$ cat config.mk
export PLATFORM = sky130hd
export DESIGN_NAME = vea_mul
export DESIGN_NICKNAME = d
export VERILOG_FILES = /design/src/sv/vea_pkg.sv /design/src/sv/vea_mul.sv
export SDC_FILE = /design/constraint.sdc
export NUM_CORES = 1
export LEC_CHECK = 0
export BUFFER_PORTS_ARGS = -buffer_cell sky130_fd_sc_hd__buf_2
export CORE_MARGIN = 4
export CORE_UTILIZATION = 37
export CTS_CLUSTER_DIAMETER = 40
export DETAILED_ROUTE_END_ITERATION = 7
export PLACE_DENSITY = 0.65
export SYNTH_ARGS = -nofsm -noshare
export SYNTH_HDL_FRONTEND = slang
export SYNTH_SLANG_ARGS = --single-unit
$ cat constraint.sdc
create_clock -name clk_i -period 1.5 [get_ports clk_i]
set_clock_uncertainty 0.2 [all_clocks]
set_input_delay 0.15 -clock clk_i [delete_from_list [all_inputs] [get_ports clk_i]]
set_output_delay 0.15 -clock clk_i [all_outputs]
set_load 0.02 [all_outputs]
$ cat src/sv/vea_pkg.sv
// Shared constants, types and codes of the voxel EMA accumulator.
package vea_pkg;

  localparam int ENTRIES = 1024;
  localparam int ADDR_W = $clog2(ENTRIES);
  localparam int CNT_W = ADDR_W + 1;
  localparam int MAXE_W = 11;
  localparam int CMP_W = (CNT_W > MAXE_W) ? CNT_W : MAXE_W;

  localparam int POS_W = 24;
  localparam int FEAT_W = 16;
  localparam int MA_W = 25;
  localparam int MB_W = 18;
  localparam int PROD_W = MA_W + MB_W;
  localparam int TAG_W = 4;

  localparam int CFG_IDX_W = 3;
  localparam int CFG_DATA_W = 23;
  localparam logic [CFG_IDX_W-1:0] CFG_INV_VOXEL = 3'd0;
  localparam logic [CFG_IDX_W-1:0] CFG_ALPHA = 3'd1;
  localparam logic [CFG_IDX_W-1:0] CFG_MIN_OBS = 3'd2;
  localparam logic [CFG_IDX_W-1:0] CFG_RADIUS = 3'd3;
  localparam logic [CFG_IDX_W-1:0] CFG_MAX_ENT = 3'd4;

  localparam logic [1:0] STAT_UPDATED = 2'd0;
  localparam logic [1:0] STAT_CREATED = 2'd1;
  localparam logic [1:0] STAT_DROPPED = 2'd2;
  localparam logic [1:0] STAT_PRUNED = 2'd3;

  typedef struct packed {
    logic [2:0][POS_W-1:0]  key;
    logic [2:0][POS_W-1:0]  pos;
    logic [4:0][FEAT_W-1:0] feat;
    logic [7:0]             cls;
    logic                   pas;
    logic [15:0]            cnt;
  } slot_t;

  typedef struct packed {
    logic [ADDR_W-1:0] rd_addr;
    logic              wr_data_en;
    logic              wr_vld_en;
    logic              wr_vld;
    logic [ADDR_W-1:0] wr_addr;
  } store_cmd_t;

endpackage

$ cat src/sv/vea_mul.sv
// Shared registered multiplier with an operation tag.
module vea_mul (
  input  logic                              clk_i,
  input  logic                              rst_ni,
  input  logic                              in_vld_i,
  input  logic signed [vea_pkg::MA_W-1:0]   a_i,
  input  logic signed [vea_pkg::MB_W-1:0]   b_i,
  input  logic [vea_pkg::TAG_W-1:0]         tag_i,
  output logic                              vld_o,
  output logic [vea_pkg::TAG_W-1:0]         tag_o,
  output logic signed [vea_pkg::PROD_W-1:0] prod_o
);
  import vea_pkg::*;

  logic                     vld_q;
  logic [TAG_W-1:0]         tag_q;
  logic signed [PROD_W-1:0] prod_q;

  always_ff @(posedge clk_i or negedge rst_ni) begin
    if (!rst_ni) begin
      vld_q <= 1'b0;
    end else begin
      vld_q <= in_vld_i;
    end
  end

  always_ff @(posedge clk_i) begin
    tag_q  <= tag_i;
    prod_q <= a_i * b_i;
  end

  assign vld_o  = vld_q;
  assign tag_o  = tag_q;
  assign prod_o = prod_q;

endmodule

==> reports/qor.txt, run 1 <==
Tmin final: 5.82 ns
Min-delay worst type: in -> reg
Outcome: finished with violations
Initial antenna violation count: 3
N_diodes: 0
Cell variety after synth: 51
Nets@finish: 2763
GR Util met3: 0.0355
Hold depth: 3
Met2 Use GR: 0.369
# H-tree levels: 2
Setup WS post-layout: -4.32 ns
Vias in the first global route: 15000
CP Class: in -> reg
Multi-input gate area: 0.0148 mm²
Drt total wl: 47200 µm
Worst Hold Endpoint: prod_o[1]
DRT Pass-1 Iters: 5
Row count: 77
Die X-Extent: 221 µm
Layout cells sized above 1: 0.289
GRT overflow: 0
Ys Warns: 0
Critical Path Fanout Max: 4
Root buffer cell: clkbuf_16
CTS Buffer Depth: 2
DRC violations left: 0
Io pins: 98
RSZ-0062 raised after global routing: yes
Pin count of the biggest net entering global routing: 18
Max Freq: 172 MHz
Startpoint Class: primary input
Die Height: 221 µm
Starting DRC count in detailed routing: 537
Most used routing layer in global routing: met2
Routed via count: 13100
Cells after Synth: 1835
Crit path required time: 1.55 ns
Setup-failing EPs final: 41
Pins Over Slew Limit: 0
GPL Wtd Cong: 0.893
Placed cell count: 2706
Layout area overhead: 31.6%
Hold Violations, Final: 0
HP Start: b_i[1]
Register area share after synthesis: 0.0573
GR Layer Usage met1: 0.242
CTS Buf Count: 5
Main synth FF type: dfxtp_1
Max-slew headroom: 0.677
Post-route cell area: 0.0222 mm²
Post-place instance area: 0.0204 mm²
Synthesized Nets: 2433
Worst Setup End Kind: flip-flop
Critical path arrival: 5.87 ns
Flops & latches, synth: 48
Fillers: 4026
First-pass GRT wire length: 78500 µm
Total track usage: 0.202
I/O Buffers: 97
Actual slew at the worst max-slew pin: 0.482 ns
Syn Area/Cell: 9.18 µm²
Post-Syn Area: 0.0168 mm²
Sink Count: 48
Dpl hpwl: 40100 µm
Drt wl/cell: 17.1 µm
Reg clk slew, reported paths: 0.09 ns
Failing checks: negative setup slack
Pre-CTS worst setup slack: -5.12 ns
Total core area: 0.0446 mm²
Final Util: 0.497
Period utilisation layout: 3.88
CTS tree: yes
Vias/cell: 4.76
Initial core utilization: 0.378
Die ar.: 0.0490 mm²
Final std cells w/o fill: 2758
Synth async-reset ratio: 0.0208
Max-cap violations: 0
Sequential cell area: 966 µm²
Post-route ant nets: 0
Number of synthesized flops with an enable pin: 0
flip-flops by register name, summed over array words and instances (netlist names):
name / flops
vld_o: 1
tag_o: 4
prod_o: 43
kinds of logic (layout without fill, tap and decap cells):
family                   Yosys count  count (layout)  synth area share
buffers and inverters            578             909             0.129
flip-flops                        48              48            0.0573
adder cells (fa/ha/maj)          548             548             0.603
AO/OA/AOI/OAI                    101             101            0.0431
AND/OR/NAND/NOR                  517             517             0.145
XOR/XNOR                          43              43            0.0224
per-stage QoR:
step / hold slack, ns / TNS (ns)
after global routing: 0.0449 / -145.26
after detailed placement: -0.274 / -163.74
after CTS: 0.0672 / -138.05
after global placement: -0.276 / -161.84
after floorplan: -0.346 / -134.18
final: 0.0498 / -139.76
area by class of cell:
class / instances / area share
multi-input combinational: 1209 / 0.669
timing repair buffer: 395 / 0.160
inverter: 506 / 0.0857
sequential: 48 / 0.0435
tap: 592 / 0.0334
clock buffer: 5 / 0.00564
clock inverter: 3 / 0.00214
Yosys cell counts, types with 2 or more instances:
cell,number,area (µm²)
ha_1,107,1340
a211oi_1,4,30.0
nand3_1,6,30.0
and3_1,4,25.0
nor2b_1,2,12.5
and2_1,165,1030
fa_1,441,8830
a21oi_1,33,165
nand2_1,279,1050
nor3_1,4,20.0
xnor2_1,37,324
a21o_1,13,97.6
a211o_1,2,17.5
or3_1,4,25.0
dfxtp_1,47,941
inv_1,506,1900
nand2b_1,12,75.1
clkbuf_1,71,267
o21bai_1,5,37.5
o21ai_0,13,65.1
nand4_1,2,12.5
a221o_1,2,20.0
xor2_1,6,52.6
a31oi_1,4,25.0
o21a_1,3,22.5
a21boi_0,3,22.5
nor2_1,36,135
layer usage:
metal  vias to the layer above  share of wire
met2                       348           0.53
li1                       5885              -
met5                         -        0.00055
met3                        97          0.050
met4                         4          0.037
met1                      6804           0.38
critical path: stages:
cell and delay [ns]:
buf_12 0.11, buf_12 0.13, buf_6 0.11, buf_6 0.11, nand2_2 0.06, fa_1 0.41
inv_1 0.08, fa_1 0.43, fa_1 0.57, fa_1 0.53, fa_1 0.51, inv_1 0.05
fa_1 0.51, inv_2 0.05, ha_4 0.25, buf_4 0.14, o21ai_2 0.15, o21ai_2 0.09
a21oi_2 0.18, o21a_1 0.18, o31ai_4 0.12, o311a_4 0.36, o311ai_4 0.34, o21ai_2 0.09
xor2_1 0.14
placed cells by master, fill, tap and decap left out, types with 4 or more instances in the layout:
cell type,count
inv_1,460
and2_4,29
buf_2,64
a21o_1,13
dfxtp_1,47
ha_4,35
nand2b_1,11
nor2_2,5
buf_12,35
clkbuf_16,5
fa_2,22
a21oi_2,16
inv_2,45
ha_1,68
xnor2_2,7
and2_1,136
buf_4,215
o21bai_1,5
nand2_4,4
fa_1,419
dlygate4sd3_1,7
buf_8,10
xor2_1,6
o21ai_2,8
nand3_1,4
ha_2,4
xnor2_1,29
a21oi_1,14
nand2_2,12
clkbuf_4,5
buf_6,59
nand2_1,263
nor2_1,28
how the worst max path moves through the flow:
stage	start	endpoint	slack (ns)	cells past startpoint
floorplan	a_i[9]	prod_o[41]	-4.21	21
global placement	a_i[9]	prod_o[42]	-5.07	23
detailed placement	a_i[9]	prod_o[40]	-5.12	23
CTS	b_i[10]	prod_o[40]	-4.26	24
global route	b_i[10]	prod_o[39]	-4.48	25
finish	b_i[10]	prod_o[41]	-4.32	25
timing repair:
| item | 4_1_cts | 5_1_grt |
|---|---|---|
| hold buffers | 7 | 0 |
| buffers inserted | 31 | 14 |
| gates resized for setup | 204 | 130 |
| hold endpoints to repair | 6 | 0 |
| pin swaps | 100 | 96 |
| endpoints found under the setup margin | 41 | 41 |
Power of run 1 is left out: the tool's default activity adds up to more than one toggle a clock period on the data nets, which glitch-free logic cannot reach.
==> run 2, diff against run 1 <==
- PLACE_DENSITY: 0.65 -> default
==> reports/qor.txt, run 2 (synthesized netlist as in run 1, its figures left out) <==
Die Height: 221 µm
Drt wl/cell: 16.4 µm
Startpoint Class: primary input
Min-delay worst type: in -> reg
Die X-Extent: 221 µm
Post-route cell area: 0.0222 mm²
Post-route ant nets: 0
RSZ-0062 raised after global routing: yes
Hold Violations, Final: 0
Period utilisation layout: 3.86
HP Start: b_i[0]
Critical Path Fanout Max: 6
# H-tree levels: 2
Placed cell count: 2687
DRT Pass-1 Iters: 5
Fillers: 4138
Pins Over Slew Limit: 0
Vias/cell: 4.67
CTS Buffer Depth: 2
I/O Buffers: 97
Initial antenna violation count: 2
Layout area overhead: 31.9%
Most frequent cells in the layout: inv_1 (458), fa_1 (422), nand2_1 (262), buf_4 (224), and2_1 (126)
Sequential cell area: 966 µm²
Dpl hpwl: 38100 µm
Reg clk slew, reported paths: 0.09 ns
Most common cell after layout, fill and taps aside: inv_1
GRT overflow: 0
Drt total wl: 45300 µm
Max reg flops: 43
Sink Count: 48
Layout cells sized above 1: 0.297
Total track usage: 0.193
Io pins: 98
CTS Buf Count: 5
Routed via count: 12900
Max-cap violations: 0
Crit path required time: 1.54 ns
Initial core utilization: 0.378
Die ar.: 0.0490 mm²
Failing checks: negative setup slack
Setup-failing EPs final: 40
Worst Hold Endpoint: prod_o[1]
Actual slew at the worst max-slew pin: 0.428 ns
Setup WS post-layout: -4.30 ns
Vias in the first global route: 14700
Final std cells w/o fill: 2762
Pin count of the biggest net entering global routing: 19
Multi-input gate area: 0.0149 mm²
Root buffer cell: clkbuf_16
Total core area: 0.0446 mm²
Row count: 77
Tmin final: 5.80 ns
Max-slew headroom: 0.713
Hold depth: 3
Starting DRC count in detailed routing: 514
Pre-CTS worst setup slack: -4.97 ns
CTS tree: yes
Worst Setup End Kind: flip-flop
Max Freq: 173 MHz
Final Util: 0.498
Outcome: finished with violations
First-pass GRT wire length: 75400 µm
Post-place instance area: 0.0201 mm²
Critical path arrival: 5.83 ns
Nets@finish: 2766
GPL Wtd Cong: 0.865
DRC violations left: 0
CP Class: in -> reg
-- run 2: changes by cell type in the layout (fill, tap and decap cells not counted), sizes merged --
cell and delta:
diode +1, clkinvlp +1, buf +6, dlygate4sd3 +1, inv -1, clkbuf -4
-- run 2: critical path: stages --
cell and delay, ns:
buf_12 0.12, buf_8 0.12, and2_4 0.13, fa_1 0.55
inv_2 0.04, fa_2 0.56, inv_2 0.04, fa_1 0.51
fa_1 0.46, fa_1 0.54, inv_2 0.04, fa_1 0.51
inv_2 0.05, ha_4 0.30, nand2_4 0.07, nor3_4 0.18
nand4_1 0.29, a211oi_4 0.45, o31a_1 0.25, o21ai_2 0.10
nand3b_1 0.15, o22ai_2 0.09, xnor2_1 0.13
-- run 2: worst max path at each step --
| stage | startpoint | endpoint | slack (ns) | cells after the start |
|---|---|---|---|---|
| CTS | b_i[7] | prod_o[42] | -4.26 | 24 |
| global placement | b_i[0] | prod_o[38] | -4.93 | 23 |
| floorplan | a_i[9] | prod_o[41] | -4.21 | 21 |
| global route | a_i[7] | prod_o[42] | -4.45 | 21 |
| finish | a_i[10] | prod_o[42] | -4.30 | 23 |
| detailed placement | b_i[4] | prod_o[42] | -4.97 | 24 |
-- run 2: layer usage --
metal  wire length, µm  vias to the layer above  GRT usage
li1                  -                     5893          -
met1             17400                     6638      0.228
met2             24200                      270      0.358
met3              1680                       94     0.0225
met4              2000                        0     0.0751
met5                 0                        -          0
-- run 2: timing repair --
| item | 4_1_cts | 5_1_grt |
|---|---|---|
| gates cloned | 1 | 0 |
| setup endpoints to repair | 41 | 41 |
| setup buffers | 50 | 10 |
| hold buffers | 8 | 0 |
| pin swaps | 110 | 77 |
| endpoints found under the hold margin | 7 | 0 |
| resized for setup | 257 | 111 |
-- run 2: cell type report --
class	instances	share of cell area
antenna	1	0.000113
inverter	506	0.0858
clock buffer	5	0.00563
timing repair buffer	398	0.159
multi-input combinational	1209	0.670
tap	592	0.0333
sequential	48	0.0435
clock inverter	3	0.00214
-- run 2: per-stage QoR --
| stage | setup TNS, ns | hold WS [ns] |
|---|---|---|
| floorplan | -134.18 | -0.346 |
| global placement | -161.52 | -0.276 |
| detailed placement | -162.73 | -0.274 |
| CTS | -138.93 | 0.0516 |
| global route | -144.89 | 0.0735 |
| finish | -138.78 | 0.0464 |
Power of run 2 is left out for the same reason.
==> run 3, diff against run 2 <==
- CELL_PAD_IN_SITES_DETAIL_PLACEMENT: default -> 0
- CELL_PAD_IN_SITES_GLOBAL_PLACEMENT: default -> 1
- PLACE_DENSITY_LB_ADDON: default -> 0.1
==> reports/qor.txt, run 3 (synthesized netlist as in run 1, its figures left out) <==
Outcome: finished with violations
Failing checks: negative setup slack
CP Class: in -> reg
RSZ-0062 raised after global routing: yes
Final Util: 0.500
Most frequent cells in the layout: inv_1 (466), fa_1 (415), nand2_1 (265), buf_4 (236), and2_1 (131)
# H-tree levels: 2
Cell-by-cell trace of the critical path: buf_12, buf_6, and2_4, fa_1, fa_1, fa_1, fa_1, fa_1, inv_2, fa_1, inv_2, ha_4, buf_6, a211oi_4, o21ai_2, a21oi_2, o21a_1, o31ai_4, o311a_4, o311ai_4, o21ai_2, xor2_1
Pins Over Slew Limit: 0
Period utilisation layout: 3.90
Dpl hpwl: 40800 µm
Vias/cell: 4.56
Max incr delay on CP: 0.60 ns
Pin count of the biggest net entering global routing: 19
HP Start: a_i[0]
Die X-Extent: 221 µm
Total track usage: 0.204
CTS Buf Count: 5
GR Util met3: 0.0188
Critical path arrival: 5.89 ns
Hold depth: 3
N_diodes: 0
Starting DRC count in detailed routing: 390
Max Freq: 171 MHz
GRT overflow: 0
First-pass GRT wire length: 78400 µm
GR Layer Usage met1: 0.254
CTS Buffer Depth: 2
Routed via count: 12700
Layout area overhead: 32.5%
Drt wl/cell: 17.2 µm
Vias in the first global route: 14300
Initial core utilization: 0.378
Nets@finish: 2784
Most used routing layer in global routing: met2
CP most frequent cell: fa_1
Post-route cell area: 0.0223 mm²
Min-delay worst type: in -> reg
Setup-failing EPs final: 40
CTS tree: yes
DRT Pass-1 Iters: 5
Die ar.: 0.0490 mm²
Critical Path Fanout Max: 4
DRC violations left: 0
I/O Buffers: 97
GPL Wtd Cong: 0.794
Worst Setup End Kind: flip-flop
Tmin final: 5.84 ns
Hold Slack: 0.0334 ns
Startpoint Class: primary input
Initial antenna violation count: 0
Pre-CTS worst setup slack: -5.06 ns
Die Height: 221 µm
Critical Path Slowest Stage Cell: fa_1
Worst Hold Endpoint: prod_o[0]
Total core area: 0.0446 mm²
Reg clk slew, reported paths: 0.09 ns
Post-place instance area: 0.0203 mm²
Hold Violations, Final: 0
Post-route ant nets: 0
Row count: 77
Met2 Use GR: 0.377
Setup WS post-layout: -4.34 ns
Sink Count: 48
Max-slew headroom: 0.686
Max-cap violations: 0
Io pins: 98
Max reg flops: 43
Most common cell after layout, fill and taps aside: inv_1
Drt total wl: 47700 µm
Crit path required time: 1.55 ns
Actual slew at the worst max-slew pin: 0.469 ns
Root buffer cell: clkbuf_16
Layout cells sized above 1: 0.292
## run 3: changes by cell type in the layout (fill, tap and decap cells not counted), sizes merged
cell         previous run  this run
clkbuf                  6         7
inv                   505       507
dlygate4sd3             8         7
clkinv                  2         0
diode                   1         0
bufbuf                  0         2
buf                   389       405
## run 3: worst max path at each step
stage | slack (ns) | depth (start not counted) | start | endpoint
2_1_floorplan | -4.21 | 21 | a_i[9] | prod_o[41]
3_3_place_gp | -5.07 | 25 | b_i[3] | prod_o[40]
3_5_place_dp | -5.06 | 23 | b_i[3] | prod_o[41]
4_1_cts | -4.34 | 22 | b_i[6] | prod_o[40]
5_1_grt | -4.52 | 22 | b_i[16] | prod_o[36]
6_report | -4.34 | 22 | b_i[16] | prod_o[41]
## run 3: what timing repair did
item	CTS	global route
hold buffers	7	0
endpoints found under the hold margin	6	0
pin swaps	76	94
setup buffers	34	27
endpoints found under the setup margin	41	40
cloned	3	1
gates resized for setup	258	93
## run 3: per-layer routing
| layer | part of all wire | up-vias |
|---|---|---|
| met5 | 0 | - |
| met4 | 0.027 | 0 |
| met3 | 0.026 | 50 |
| met2 | 0.53 | 179 |
| met1 | 0.41 | 6521 |
| li1 | - | 5926 |
## run 3: critical path, delay by kind of cell
family,cells,cell delay [ns]
compound gates,8,1.58
simple gates,1,0.15
buf+inv,5,0.43
fa+ha+maj,7,3.44
xor+xnor,1,0.14
## run 3: through the flow
step                      instances  TNS [ns]
after floorplan                1835   -134.18
after global placement         2708   -165.06
after detailed placement       2708   -165.72
after CTS                      2758   -138.96
after global routing           2779   -146.45
final                          2779   -140.74
## run 3: cell type report
type                            instances  area (µm²)
Clock buffer                            5         125
Clock inverter                          3        46.3
Fill cell                            4242       22300
Inverter                              506        1900
Multi-Input combinational cell       1209       14700
Sequential cell                        48         966
Tap cell                              592         741
Timing Repair Buffer                  416        3800
Power of run 3 is left out for the same reason.
